[config.mk]
export PLATFORM = sky130hd
export DESIGN_NAME = multibuffer_slot_rotation
export DESIGN_NICKNAME = d
export VERILOG_FILES = /design/src/rtl/msr_pkg.sv /design/src/rtl/msr_cell.sv /design/src/rtl/multibuffer_slot_rotation.sv
export VERILOG_INCLUDE_DIRS = /design/src /design/src/rtl
export SDC_FILE = /design/constraint.sdc
export NUM_CORES = 1
export LEC_CHECK = 0
export BUFFER_PORTS_ARGS = -buffer_cell sky130_fd_sc_hd__buf_2
export CORE_ASPECT_RATIO = 1.75
export CORE_UTILIZATION = 35
export DETAILED_ROUTE_END_ITERATION = 7
export PLACE_DENSITY = 0.51
export SYNTH_ARGS = -nofsm -noshare
export SYNTH_HDL_FRONTEND = slang
export SYNTH_SLANG_ARGS = --single-unit
[constraint.sdc]
create_clock -name clk -period 9.8 [get_ports clk]
set_input_delay 2.45 -clock clk [delete_from_list [all_inputs] [get_ports clk]]
set_output_delay 2.45 -clock clk [all_outputs]
set_load 0.01 [all_outputs]
[src/rtl/multibuffer_slot_rotation_defines.svh]
// ----------------------------------------------------------------------------
// multibuffer slot rotation assertion macros
// shared assertion forms for the slot rotation block
// ----------------------------------------------------------------------------
`ifndef MULTIBUFFER_SLOT_ROTATION_DEFINES_SVH
`define MULTIBUFFER_SLOT_ROTATION_DEFINES_SVH

// implication checked on every rising clock edge outside reset
`define MSR_ASSERT_IMP(label, ante, cons) \
    label: assert property (@(posedge clk) disable iff (!rst_n) (ante) |-> (cons)) \
        else $error("assertion failed");

// implication whose consequent is checked in the cycle after the antecedent
`define MSR_ASSERT_NEXT(label, ante, cons) \
    label: assert property (@(posedge clk) disable iff (!rst_n) (ante) |=> (cons)) \
        else $error("assertion failed");

`endif

[src/rtl/msr_pkg.sv]
// ----------------------------------------------------------------------------
// msr_pkg
// types and codes shared by the slot rotation block
// ----------------------------------------------------------------------------
package msr_pkg;

    localparam int SLOT_COUNT_DEF = 4;

    localparam logic [1:0] CMD_UPDATE  = 2'd0;
    localparam logic [1:0] CMD_ENSURE  = 2'd1;
    localparam logic [1:0] CMD_RELEASE = 2'd2;
    localparam logic [1:0] CMD_SPARE   = 2'd3;

    localparam logic [2:0] ACT_CREATED   = 3'd0;
    localparam logic [2:0] ACT_UPDATED   = 3'd1;
    localparam logic [2:0] ACT_NO_CHANGE = 3'd2;
    localparam logic [2:0] ACT_RELEASED  = 3'd3;
    localparam logic [2:0] ACT_ALREADY   = 3'd4;
    localparam logic [2:0] ACT_NO_FREE   = 3'd5;

    typedef enum logic [2:0] {
        ST_IDLE,
        ST_SCAN1,
        ST_SCAN2,
        ST_DECIDE,
        ST_WRITE,
        ST_SCAN3,
        ST_DONE
    } state_t;

    // one slot as carried between cells
    typedef struct packed {
        logic        valid;
        logic [31:0] frame;
        logic [31:0] rstart;
        logic [31:0] rend;
    } slot_t;

    // control from the sequencer to every cell
    typedef struct packed {
        logic        shift;
        logic        clear_all;
        logic        load;
        slot_t       load_data;
    } cell_ctrl_t;

endpackage

[src/rtl/msr_cell.sv]
// ----------------------------------------------------------------------------
// msr_cell
// one slot of the rotating ring; clears, loads at the head, or shifts its slot to the neighbor when asked
// ----------------------------------------------------------------------------
module msr_cell
    import msr_pkg::*;
(
    input  logic       clk,
    input  logic       rst_n,
    input  cell_ctrl_t ctrl,
    input  logic       is_head,
    input  slot_t      prev,
    output slot_t      slot
);

    slot_t slot_reg;
    slot_t slot_next;

    always_comb
    begin
        slot_next = slot_reg;
        if (ctrl.clear_all)
        begin
            slot_next = '{valid: 1'b0, frame: '1, rstart: '1, rend: '1};
        end
        else if (ctrl.load && is_head)
        begin
            slot_next = ctrl.load_data;
        end
        else if (ctrl.shift)
        begin
            slot_next = prev;
        end
    end

    always_ff @(posedge clk or negedge rst_n)
    begin
        if (!rst_n)
        begin
            slot_reg <= '{valid: 1'b0, frame: '1, rstart: '1, rend: '1};
        end
        else
        begin
            slot_reg <= slot_next;
        end
    end

    assign slot = slot_reg;

endmodule

[src/rtl/multibuffer_slot_rotation.sv]
// ----------------------------------------------------------------------------
// multibuffer_slot_rotation
// a command runs the scan, widen, write and newest passes of the slot ring past the
// head cell; the newest pass takes an extra full turn when a slot other than 0 is written
// busy drops with done, and a new command is taken only while idle; no stall input
// reset clears all slots to invalid with all-ones stamps and ranges
// ----------------------------------------------------------------------------
module multibuffer_slot_rotation
    import msr_pkg::*;
#(
    parameter int SLOT_COUNT = SLOT_COUNT_DEF
)
(
    input  logic        clk,
    input  logic        rst_n,
    input  logic        start,
    output logic        busy,
    input  logic [1:0]  command,
    input  logic [31:0] frame_number,
    input  logic [30:0] touch_start,
    input  logic [30:0] touch_end,
    input  logic [30:0] buffer_size,
    output logic        done,
    output logic [2:0]  action,
    output logic [3:0]  slot_index,
    output logic [30:0] range_start,
    output logic [30:0] range_end,
    output logic [3:0]  latest_slot,
    output logic        latest_valid
);

    localparam int IW = $clog2(SLOT_COUNT);

    // ring: cell i takes from cell i+1, head is cell 0; after SLOT_COUNT shifts
    // the ring is back in place. the counter tracks which slot sits in cell 0
    state_t      state_reg, state_next;
    logic [IW:0] cnt_reg, cnt_next;
    logic [1:0]  cmd_reg, cmd_next;
    logic [31:0] frm_reg, frm_next;
    logic [30:0] ds_reg, ds_next, de_reg, de_next, sz_reg, sz_next;
    logic        seen_reg, seen_next;
    logic        old_ok_reg, old_ok_next;
    logic [IW-1:0] old_idx_reg, old_idx_next;
    logic [31:0] old_frm_reg, old_frm_next;
    logic        free_ok_reg, free_ok_next;
    logic [IW-1:0] free_idx_reg, free_idx_next;
    logic [31:0] lo_reg, lo_next, hi_reg, hi_next;
    logic        new_ok_reg, new_ok_next;
    logic [IW-1:0] new_idx_reg, new_idx_next;
    logic [31:0] new_frm_reg, new_frm_next;
    logic [IW-1:0] wr_idx_reg, wr_idx_next;
    logic        wr_en_reg, wr_en_next;
    logic [2:0]  act_reg, act_next;
    logic [30:0] rs_reg, rs_next, re_reg, re_next;
    logic        done_reg, done_next;

    cell_ctrl_t ctrl;
    slot_t      cells [SLOT_COUNT];
    slot_t      head;
    logic [IW-1:0] pos;

    assign head = cells[0];
    assign pos  = cnt_reg[IW-1:0];

    for (genvar g = 0; g < SLOT_COUNT; g++)
    begin : g_cell
        msr_cell u_cell (
            .clk     (clk),
            .rst_n   (rst_n),
            .ctrl    (ctrl),
            .is_head (g == 0),
            .prev    (cells[(g + 1) % SLOT_COUNT]),
            .slot    (cells[g])
        );
    end

    always_ff @(posedge clk or negedge rst_n)
    begin
        if (!rst_n)
        begin
            state_reg <= ST_IDLE;
            cnt_reg   <= '0;
            done_reg  <= 1'b0;
        end
        else
        begin
            state_reg <= state_next;
            cnt_reg   <= cnt_next;
            done_reg  <= done_next;
        end
    end

    always_ff @(posedge clk)
    begin
        cmd_reg <= cmd_next;   frm_reg <= frm_next;
        ds_reg <= ds_next;     de_reg <= de_next;     sz_reg <= sz_next;
        seen_reg <= seen_next;
        old_ok_reg <= old_ok_next; old_idx_reg <= old_idx_next;
        old_frm_reg <= old_frm_next;
        free_ok_reg <= free_ok_next; free_idx_reg <= free_idx_next;
        lo_reg <= lo_next;     hi_reg <= hi_next;
        new_ok_reg <= new_ok_next; new_idx_reg <= new_idx_next;
        new_frm_reg <= new_frm_next;
        wr_idx_reg <= wr_idx_next; wr_en_reg <= wr_en_next;
        act_reg <= act_next;   rs_reg <= rs_next;     re_reg <= re_next;
    end

    always_comb
    begin
        state_next = state_reg;
        cnt_next = cnt_reg;
        cmd_next = cmd_reg; frm_next = frm_reg;
        ds_next = ds_reg; de_next = de_reg; sz_next = sz_reg;
        seen_next = seen_reg;
        old_ok_next = old_ok_reg; old_idx_next = old_idx_reg;
        old_frm_next = old_frm_reg;
        free_ok_next = free_ok_reg; free_idx_next = free_idx_reg;
        lo_next = lo_reg; hi_next = hi_reg;
        new_ok_next = new_ok_reg; new_idx_next = new_idx_reg;
        new_frm_next = new_frm_reg;
        wr_idx_next = wr_idx_reg; wr_en_next = wr_en_reg;
        act_next = act_reg; rs_next = rs_reg; re_next = re_reg;
        done_next = 1'b0;
        ctrl = '{shift: 1'b0, clear_all: 1'b0, load: 1'b0, load_data: '0};
        case (state_reg)
            ST_IDLE:
            begin
                if (start)
                begin
                    cmd_next = command; frm_next = frame_number;
                    ds_next = touch_start; de_next = touch_end;
                    sz_next = buffer_size;
                    seen_next = 1'b0; old_ok_next = 1'b0; free_ok_next = 1'b0;
                    cnt_next = '0;
                    state_next = ST_SCAN1;
                end
            end
            ST_SCAN1:
            begin
                // stamp match, oldest valid, first free
                ctrl.shift = 1'b1;
                if (head.frame == frm_reg)
                    seen_next = 1'b1;
                if (head.valid && (!old_ok_reg || head.frame < old_frm_reg))
                begin
                    old_ok_next = 1'b1; old_idx_next = pos; old_frm_next = head.frame;
                end
                if (!head.valid && !free_ok_reg)
                begin
                    free_ok_next = 1'b1; free_idx_next = pos;
                end
                cnt_next = cnt_reg + 1'b1;
                if (cnt_reg == (IW+1)'(SLOT_COUNT - 1))
                begin
                    cnt_next = '0;
                    lo_next = {1'b0, ds_reg}; hi_next = {1'b0, de_reg};
                    state_next = ST_SCAN2;
                end
            end
            ST_SCAN2:
            begin
                // widen dirty range by every slot newer than the oldest
                ctrl.shift = 1'b1;
                if (head.valid && head.frame > old_frm_reg)
                begin
                    if (head.rstart < lo_next) lo_next = head.rstart;
                    if (head.rend > hi_next) hi_next = head.rend;
                end
                cnt_next = cnt_reg + 1'b1;
                if (cnt_reg == (IW+1)'(SLOT_COUNT - 1))
                begin
                    cnt_next = '0;
                    state_next = ST_DECIDE;
                end
            end
            ST_DECIDE:
            begin
                act_next = ACT_NO_CHANGE; rs_next = '0; re_next = '0;
                wr_en_next = 1'b0; wr_idx_next = '0;
                case (cmd_reg)
                    CMD_UPDATE:
                    begin
                        if (seen_reg)
                            act_next = ACT_ALREADY;
                        else if (!old_ok_reg)
                        begin
                            act_next = ACT_CREATED; wr_en_next = 1'b1;
                            re_next = sz_reg;
                        end
                        else if ((frm_reg - old_frm_reg) < 32'(SLOT_COUNT))
                        begin
                            if (!free_ok_reg)
                                act_next = ACT_NO_FREE;
                            else
                            begin
                                act_next = ACT_CREATED; wr_en_next = 1'b1;
                                wr_idx_next = free_idx_reg; re_next = sz_reg;
                            end
                        end
                        else
                        begin
                            act_next = ACT_UPDATED; wr_en_next = 1'b1;
                            wr_idx_next = old_idx_reg;
                            rs_next = lo_reg[30:0]; re_next = hi_reg[30:0];
                        end
                    end
                    CMD_ENSURE:
                    begin
                        if (!free_ok_reg || free_idx_reg != '0)
                            act_next = ACT_NO_CHANGE;
                        else
                        begin
                            act_next = ACT_CREATED; wr_en_next = 1'b1;
                            re_next = sz_reg;
                        end
                    end
                    CMD_RELEASE:
                    begin
                        act_next = ACT_RELEASED;
                        ctrl.clear_all = 1'b1;
                    end
                    default:
                    begin
                        act_next = ACT_NO_CHANGE;
                    end
                endcase
                state_next = ST_WRITE;
            end
            ST_WRITE:
            begin
                // rotate until the target slot is at the head, then load it
                if (!wr_en_reg || pos == wr_idx_reg)
                begin
                    if (wr_en_reg)
                    begin
                        ctrl.load = 1'b1;
                        ctrl.load_data = '{valid: 1'b1, frame: frm_reg,
                                           rstart: {1'b0, rs_reg}, rend: {1'b0, re_reg}};
                    end
                    state_next = ST_SCAN3;
                    new_ok_next = 1'b0;
                end
                else
                begin
                    ctrl.shift = 1'b1;
                    cnt_next = cnt_reg + 1'b1;
                end
            end
            ST_SCAN3:
            begin
                // newest slot; a ring left rotated takes one more full turn
                ctrl.shift = 1'b1;
                if (head.valid && (!new_ok_reg || head.frame > new_frm_reg
                    || (head.frame == new_frm_reg && pos < new_idx_reg)))
                begin
                    new_ok_next = 1'b1; new_idx_next = pos; new_frm_next = head.frame;
                end
                cnt_next = cnt_reg + 1'b1;
                if (pos == IW'(SLOT_COUNT - 1))
                begin
                    if (cnt_reg[IW] || !wr_en_reg || wr_idx_reg == '0)
                    begin
                        cnt_next = '0;
                        state_next = ST_DONE;
                    end
                    else
                    begin
                        cnt_next = {1'b1, {IW{1'b0}}};
                    end
                end
            end
            ST_DONE:
            begin
                done_next = 1'b1;
                state_next = ST_IDLE;
            end
            default:
            begin
                state_next = ST_IDLE;
            end
        endcase
    end

    assign busy         = (state_reg != ST_IDLE);
    assign done         = done_reg;
    assign action       = act_reg;
    assign slot_index   = 4'(wr_idx_reg) & {4{wr_en_reg}};
    assign range_start  = rs_reg;
    assign range_end    = re_reg;
    assign latest_slot  = new_ok_reg ? 4'(new_idx_reg) : 4'd0;
    assign latest_valid = new_ok_reg;

`include "multibuffer_slot_rotation_defines.svh"

    `MSR_ASSERT_IMP(a_done_one_cycle, done, !$past(done))
    `MSR_ASSERT_NEXT(a_start_busy, start && !busy, busy)
    `MSR_ASSERT_IMP(a_idle_not_done, done, !busy)
    `MSR_ASSERT_IMP(a_updated_has_slot, done && action == ACT_UPDATED, latest_valid)

endmodule

# Word level (Yosys, flattened, before mapping)
# Cells that the tools add are included.
[totals]
input_bits = 130
latch_bits = 0
elab_cells = 192
mem_count = 0
mem_bits_ro = 0
ramBits = 0
reg_bits = 728
out_inout_bits = 76
[classes]
muxes = 69
magnitude_cmp = 7
n_addsub = 2
n_eq_ne = 27
shifts = 0
n_div = 0
n_bitwise = 3
n_reduce_logical = 44
mul = 0
[ops]
columns = ["operator", "count"]
rows = [
  ["$mux 97", 9],
  ["$mux 98", 3],
  ["$mux 32", 6],
  ["$mux 31", 5],
  ["$pmux 32 s2", 2],
  ["$gt 32x32->1", 3],
  ["$eq 32x32->1", 2],
  ["$lt 32x32->1", 2],
  ["$pmux 31 s2", 1],
  ["$mux 3", 15],
  ["$lt 32x3->1 const B", 1],
  ["$sub 32x32->32", 1],
  ["$ne 2x2->1 const B", 14],
  ["$pmux 3 s6", 1],
  ["$mux 1", 15],
  ["$reduce_and 3->1", 5],
  ["$pmux 1 s2", 6],
  ["$pmux 3 s4", 1],
  ["$reduce_bool 2->1", 5],
  ["$eq 3x2->1 const B", 3],
  ["$eq 3x3->1 const B", 3],
  ["$pmux 3 s3", 1],
  ["$mux 2", 4],
  ["$reduce_and 2->1", 4],
  ["20 further kinds", 40],
]

# Longest topological paths before layout
[depth]
depth_word = 7
mapped_depth = 14
depth_no_buf = 12

# By module
# From an unflattened synthesis, not the netlist that was laid out.
[unflattened]
cells_unflattened = 3101
hier_area_um2 = 37738.7
[by_module_without_submodules]
columns = ["mod", "instances", "seq_area_each_um2", "cells_per_inst", "area_per_inst_um2"]
rows = [
  ["multibuffer_slot_rotation", 1, 10174.8, 1797, 19281.0],
  ["msr_cell", 4, 2547.4, 326, 4614.4],
]

# Least setup slack after synthesis
# Ideal clock, no wire load.
[synth_path]
kind = "input to register"
startpoint = "input port start"
endpoint = "register old_ok_reg (enable)"
setup_slack_ps = -2437
arrival_time_ps = 11900
setup_ps = 337
t_required_ps = 9463
n_path_buf = 0
cell_stages = 3
path_cell_list = "nand2_1 nor3_1 o21bai_1"
[synth_between]
elab_chain_cells = 2
[synth_rtl]
columns = ["item", "line_no", "source"]
rows = [
  ["start, declared", "multibuffer_slot_rotation.sv:16", "input logic start,"],
  ["$ne 2x2->1 (no line)", "n/a", ""],
  ["$reduce_and 3->1 (no line)", "n/a", ""],
  ["end signal, assigned", "multibuffer_slot_rotation.sv:98", "old_ok_reg <= old_ok_next; old_idx_reg <= old_idx_next;"],
  ["end, declared", "multibuffer_slot_rotation.sv:42", "logic old_ok_reg, old_ok_next;"],
]
# No other way between the ends.
# A chain may end at the register's enable or synchronous reset.

# Worst setup path after layout
[layout_path]
startpoint = "register frm_reg[12]"
endpoint = "register re_reg[23] (netlist: range_end[23]), data pin"
[layout_between]
elab_chain_cells = 6
[layout_rtl]
columns = ["item", "line_no", "source"]
rows = [
  ["start, declared", "multibuffer_slot_rotation.sv:39", "logic [31:0] frm_reg, frm_next;"],
  ["start signal, assigned", "multibuffer_slot_rotation.sv:95", "cmd_reg <= cmd_next; frm_reg <= frm_next;"],
  ["$sub 32x32->32", "multibuffer_slot_rotation.sv:190", "else if ((frm_reg - old_frm_reg) < 32'(SLOT_COUNT))"],
  ["$lt 32x3->1", "multibuffer_slot_rotation.sv:190", ""],
  ["$mux 31", "multibuffer_slot_rotation.sv:190", ""],
  ["$mux 31", "multibuffer_slot_rotation.sv:185", "else if (!old_ok_reg)"],
  ["$mux 31", "multibuffer_slot_rotation.sv:183", "if (seen_reg)"],
  ["$pmux 31 s2", "multibuffer_slot_rotation.sv:180", "case (cmd_reg)"],
  ["end signal, assigned", "multibuffer_slot_rotation.sv:105", "act_reg <= act_next; rs_reg <= rs_next; re_reg <= re_next;"],
  ["end, declared", "multibuffer_slot_rotation.sv:54", "logic [30:0] rs_reg, rs_next, re_reg, re_next;"],
]
# No other way between the ends.

==> flow_metrics.env <==
export IMPL_clockBufferDepth=3
export IMPL_path_cells="ha_1 > nand4_2 > nor4_2 > nand2_1 > o21ai_0 > o32ai_1 > nor4_1 > nand4_1 > nor4_4 > buf_4 > nor2_4 > a22o_1"
export IMPL_p_per_area_mw_per_mm2=342.5
export IMPL_synth_area_per_cell_um2=10.54
export IMPL_crit_start="frm_reg[12]"
export IMPL_fmax_mhz=207.3
export IMPL_die_w_um=237.6
export IMPL_synth_top_area_frac=0.2967
export IMPL_maxSlewViolCount=0
export IMPL_dominantRegCellSynth="dfstp_2"
export IMPL_crit_path_end_kind="register"
export IMPL_cts_tree="built"
export IMPL_synth_seq_area_share=0.5989
export IMPL_relSlewSlack=0.1703
export IMPL_crit_end="range_end[23]"
export IMPL_ys_top_cells_by_count="nand2_1, dfstp_2, edfxtp_1"
export IMPL_critPathMaxFanout=36
export IMPL_netlist_area_mm2=0.03400
export IMPL_num_vias=23790
export IMPL_final_nets=3660
export IMPL_cts_repair_resized=0
export IMPL_coreArea_mm2=0.09590
export IMPL_place_hpwl_um=63420
export IMPL_largest_reg_flops=388
export IMPL_grt_ovfl_total=0
export IMPL_arrival_ns=5.24
export IMPL_netlist_instances=3226
export IMPL_port_buffers=201
export IMPL_root_buffer="clkbuf_16"
export IMPL_final_setup_skew_ns=0.01914
export IMPL_die_h_um=414.3
export IMPL_dp_cells=4585
export IMPL_synth_largest_area_cell="dfstp_2"
export IMPL_grt_usage=0.1977
export IMPL_async_flop_share=0.5426
export IMPL_slowest_delay_ns=0.59
export IMPL_drive_gt1_frac=0.2233
export IMPL_fp_row_count=150
export IMPL_required_ns=10.22
export IMPL_synth_edff_count=333
export IMPL_area_growth_pct=14.26
export IMPL_insertion_delay_ns=0.66
export IMPL_r2r_start="frm_reg[12]"
export IMPL_timing_rr_end="range_end[23]"
export IMPL_cts_sinks=728
export IMPL_synth_area_leaders="dfstp_2, edfxtp_1, nand2_1"
export IMPL_synth_most_common_cell="nand2_1"
export IMPL_synth_seq_cells=728
export IMPL_hold_viol_final=0
export IMPL_setup_viol=0
export IMPL_dr_pass1_iters=5
export IMPL_startpoint_type="register"
export IMPL_finish_utilization=0.4051
export IMPL_synth_cell_types=81
export IMPL_grt_pass1_vias=24730
export IMPL_grt_antenna_before_repair=3
export IMPL_ir_worst_vdd_mv=0.2457
export IMPL_die_area_mm2=0.09845
export IMPL_cp_slowest_cell="nor4_2"
export IMPL_setup_tns_ns=0
export IMPL_max_cap_violations=0
export IMPL_place_gp_congestion=0.9213
export IMPL_fin_cells=4722
export IMPL_hold_class="reg -> reg"
export IMPL_fin_crit_ns=4.824
export IMPL_ctsHoldBuffers=0
export IMPL_drt_iter0_markers=1491
export IMPL_ant_nets=0
export IMPL_wl_per_cell_um=20.35
export IMPL_worst_slew_pin_slew_ns=1.231
export IMPL_rrSetupSlack_ns=4.98
export IMPL_rsz0062_at_grt="false"
export IMPL_fin_crit_sh=0.4922
export IMPL_p_leak_uw=0.01711
export IMPL_total_power_uw=13310
export IMPL_ff2ff_path_depth=12
export IMPL_postCtsSetupBuffers=0
export IMPL_initial_core_util=0.3545
export IMPL_pin_count=206
export IMPL_status="finished, final reports clean"
export IMPL_grt_max_degree=191
export IMPL_critPathKind="reg -> reg"
export IMPL_drc=0
export IMPL_yosysWarnings=0
export IMPL_fillCellCount=9397
export IMPL_grt_pass1_wl_um=149000
export IMPL_diodes=0
export IMPL_cts_htree_levels=3
export IMPL_routed_via_density=5.039
export IMPL_cts_buffers_inserted=74
export IMPL_routed_wl_um=96100
export IMPL_clk_pin_slew_ns=0.06
metrics by stage:
stage	hold WS (ns)	worst slack, ns	instance area, um^2
2_1_floorplan	0.4640	1.584	34020
3_3_place_gp	0.4680	5.062	36410
3_5_place_dp	0.4734	5.010	36410
4_1_cts	0.4721	4.974	38850
5_1_grt	0.4887	4.784	38850
6_report	0.4721	4.976	38850
worst max-delay path: cells and delay by family (launching register included):
family / cells / cell delay, ns
compound gates: 3 / 0.61
fa+ha+maj: 1 / 0.55
buf+inv: 1 / 0.53
flops: 1 / 0.44
simple gates: 7 / 2.36
routing by layer:
layer	track usage	vias to the layer above	share of wire
met3	0.02656	146	0.034
met5	0	-	0.00015
met2	0.3616	421	0.53
met1	0.2268	11790	0.40
met4	0.08835	2	0.039
li1	-	11430	-
logic make-up (layout without fill, tap and decap cells):
group,Yosys count,after routing,synth area share
mux,102,102,0.03014
buf+inv,312,513,0.03595
simple gates,1463,1463,0.1867
compound gates,419,419,0.07864
flops,728,728,0.5989
other cells,1,4,0.0001103
xor+xnor,40,40,0.01030
fa+ha+maj,161,161,0.05925
report_power, final:
part	switching [uW]	internal [uW]	total, uW	leakage, uW
logic	2910	1620	4530	0.00868
clock network	1270	1670	2940	0.00119
registers	818	5020	5840	0.00724
cell usage in the layout, fill, tap and decap left out, types with 12 or more instances in the layout:
cell         n
nand3_1    302
ha_1       161
nand4_1     50
a21o_1      59
o21ai_0     52
nor2b_1     14
inv_1      136
nor3_1      46
o21a_1      18
dfstp_2    384
nor2_1     148
clkbuf_16   77
xnor2_1     33
nand2_1    828
clkbuf_1    22
a21oi_1    171
buf_2      200
mux2i_1     99
a22o_1      33
buf_4       32
edfxtp_1   333
nand2b_1    12
area by class of cell:
class	instances	area (um^2)	area share
tap	1292	1617	0.04161
timing repair buffer	238	1356	0.03491
sequential	728	20360	0.5242
clock buffer	103	2064	0.05314
inverter	138	519.2	0.01337
clock inverter	34	380.4	0.009790
multi-input combinational	2189	12550	0.3230
how the worst min path moves through the flow:
stage | slack [ns] | to | start | cells after the start
6_report | 0.47 | g_cell[1].u_cell.slot[3] | g_cell[2].u_cell.slot[3] | 2
3_5_place_dp | 0.47 | g_cell[1].u_cell.slot[13] | g_cell[2].u_cell.slot[13] | 2
3_3_place_gp | 0.47 | g_cell[2].u_cell.slot[11] | g_cell[3].u_cell.slot[11] | 2
4_1_cts | 0.47 | g_cell[1].u_cell.slot[3] | g_cell[2].u_cell.slot[3] | 2
2_1_floorplan | 0.46 | g_cell[1].u_cell.slot[0] | g_cell[2].u_cell.slot[0] | 2
5_1_grt | 0.49 | g_cell[2].u_cell.slot[14] | g_cell[3].u_cell.slot[14] | 2
No activity file was read; power rests on OpenSTA's default activity.
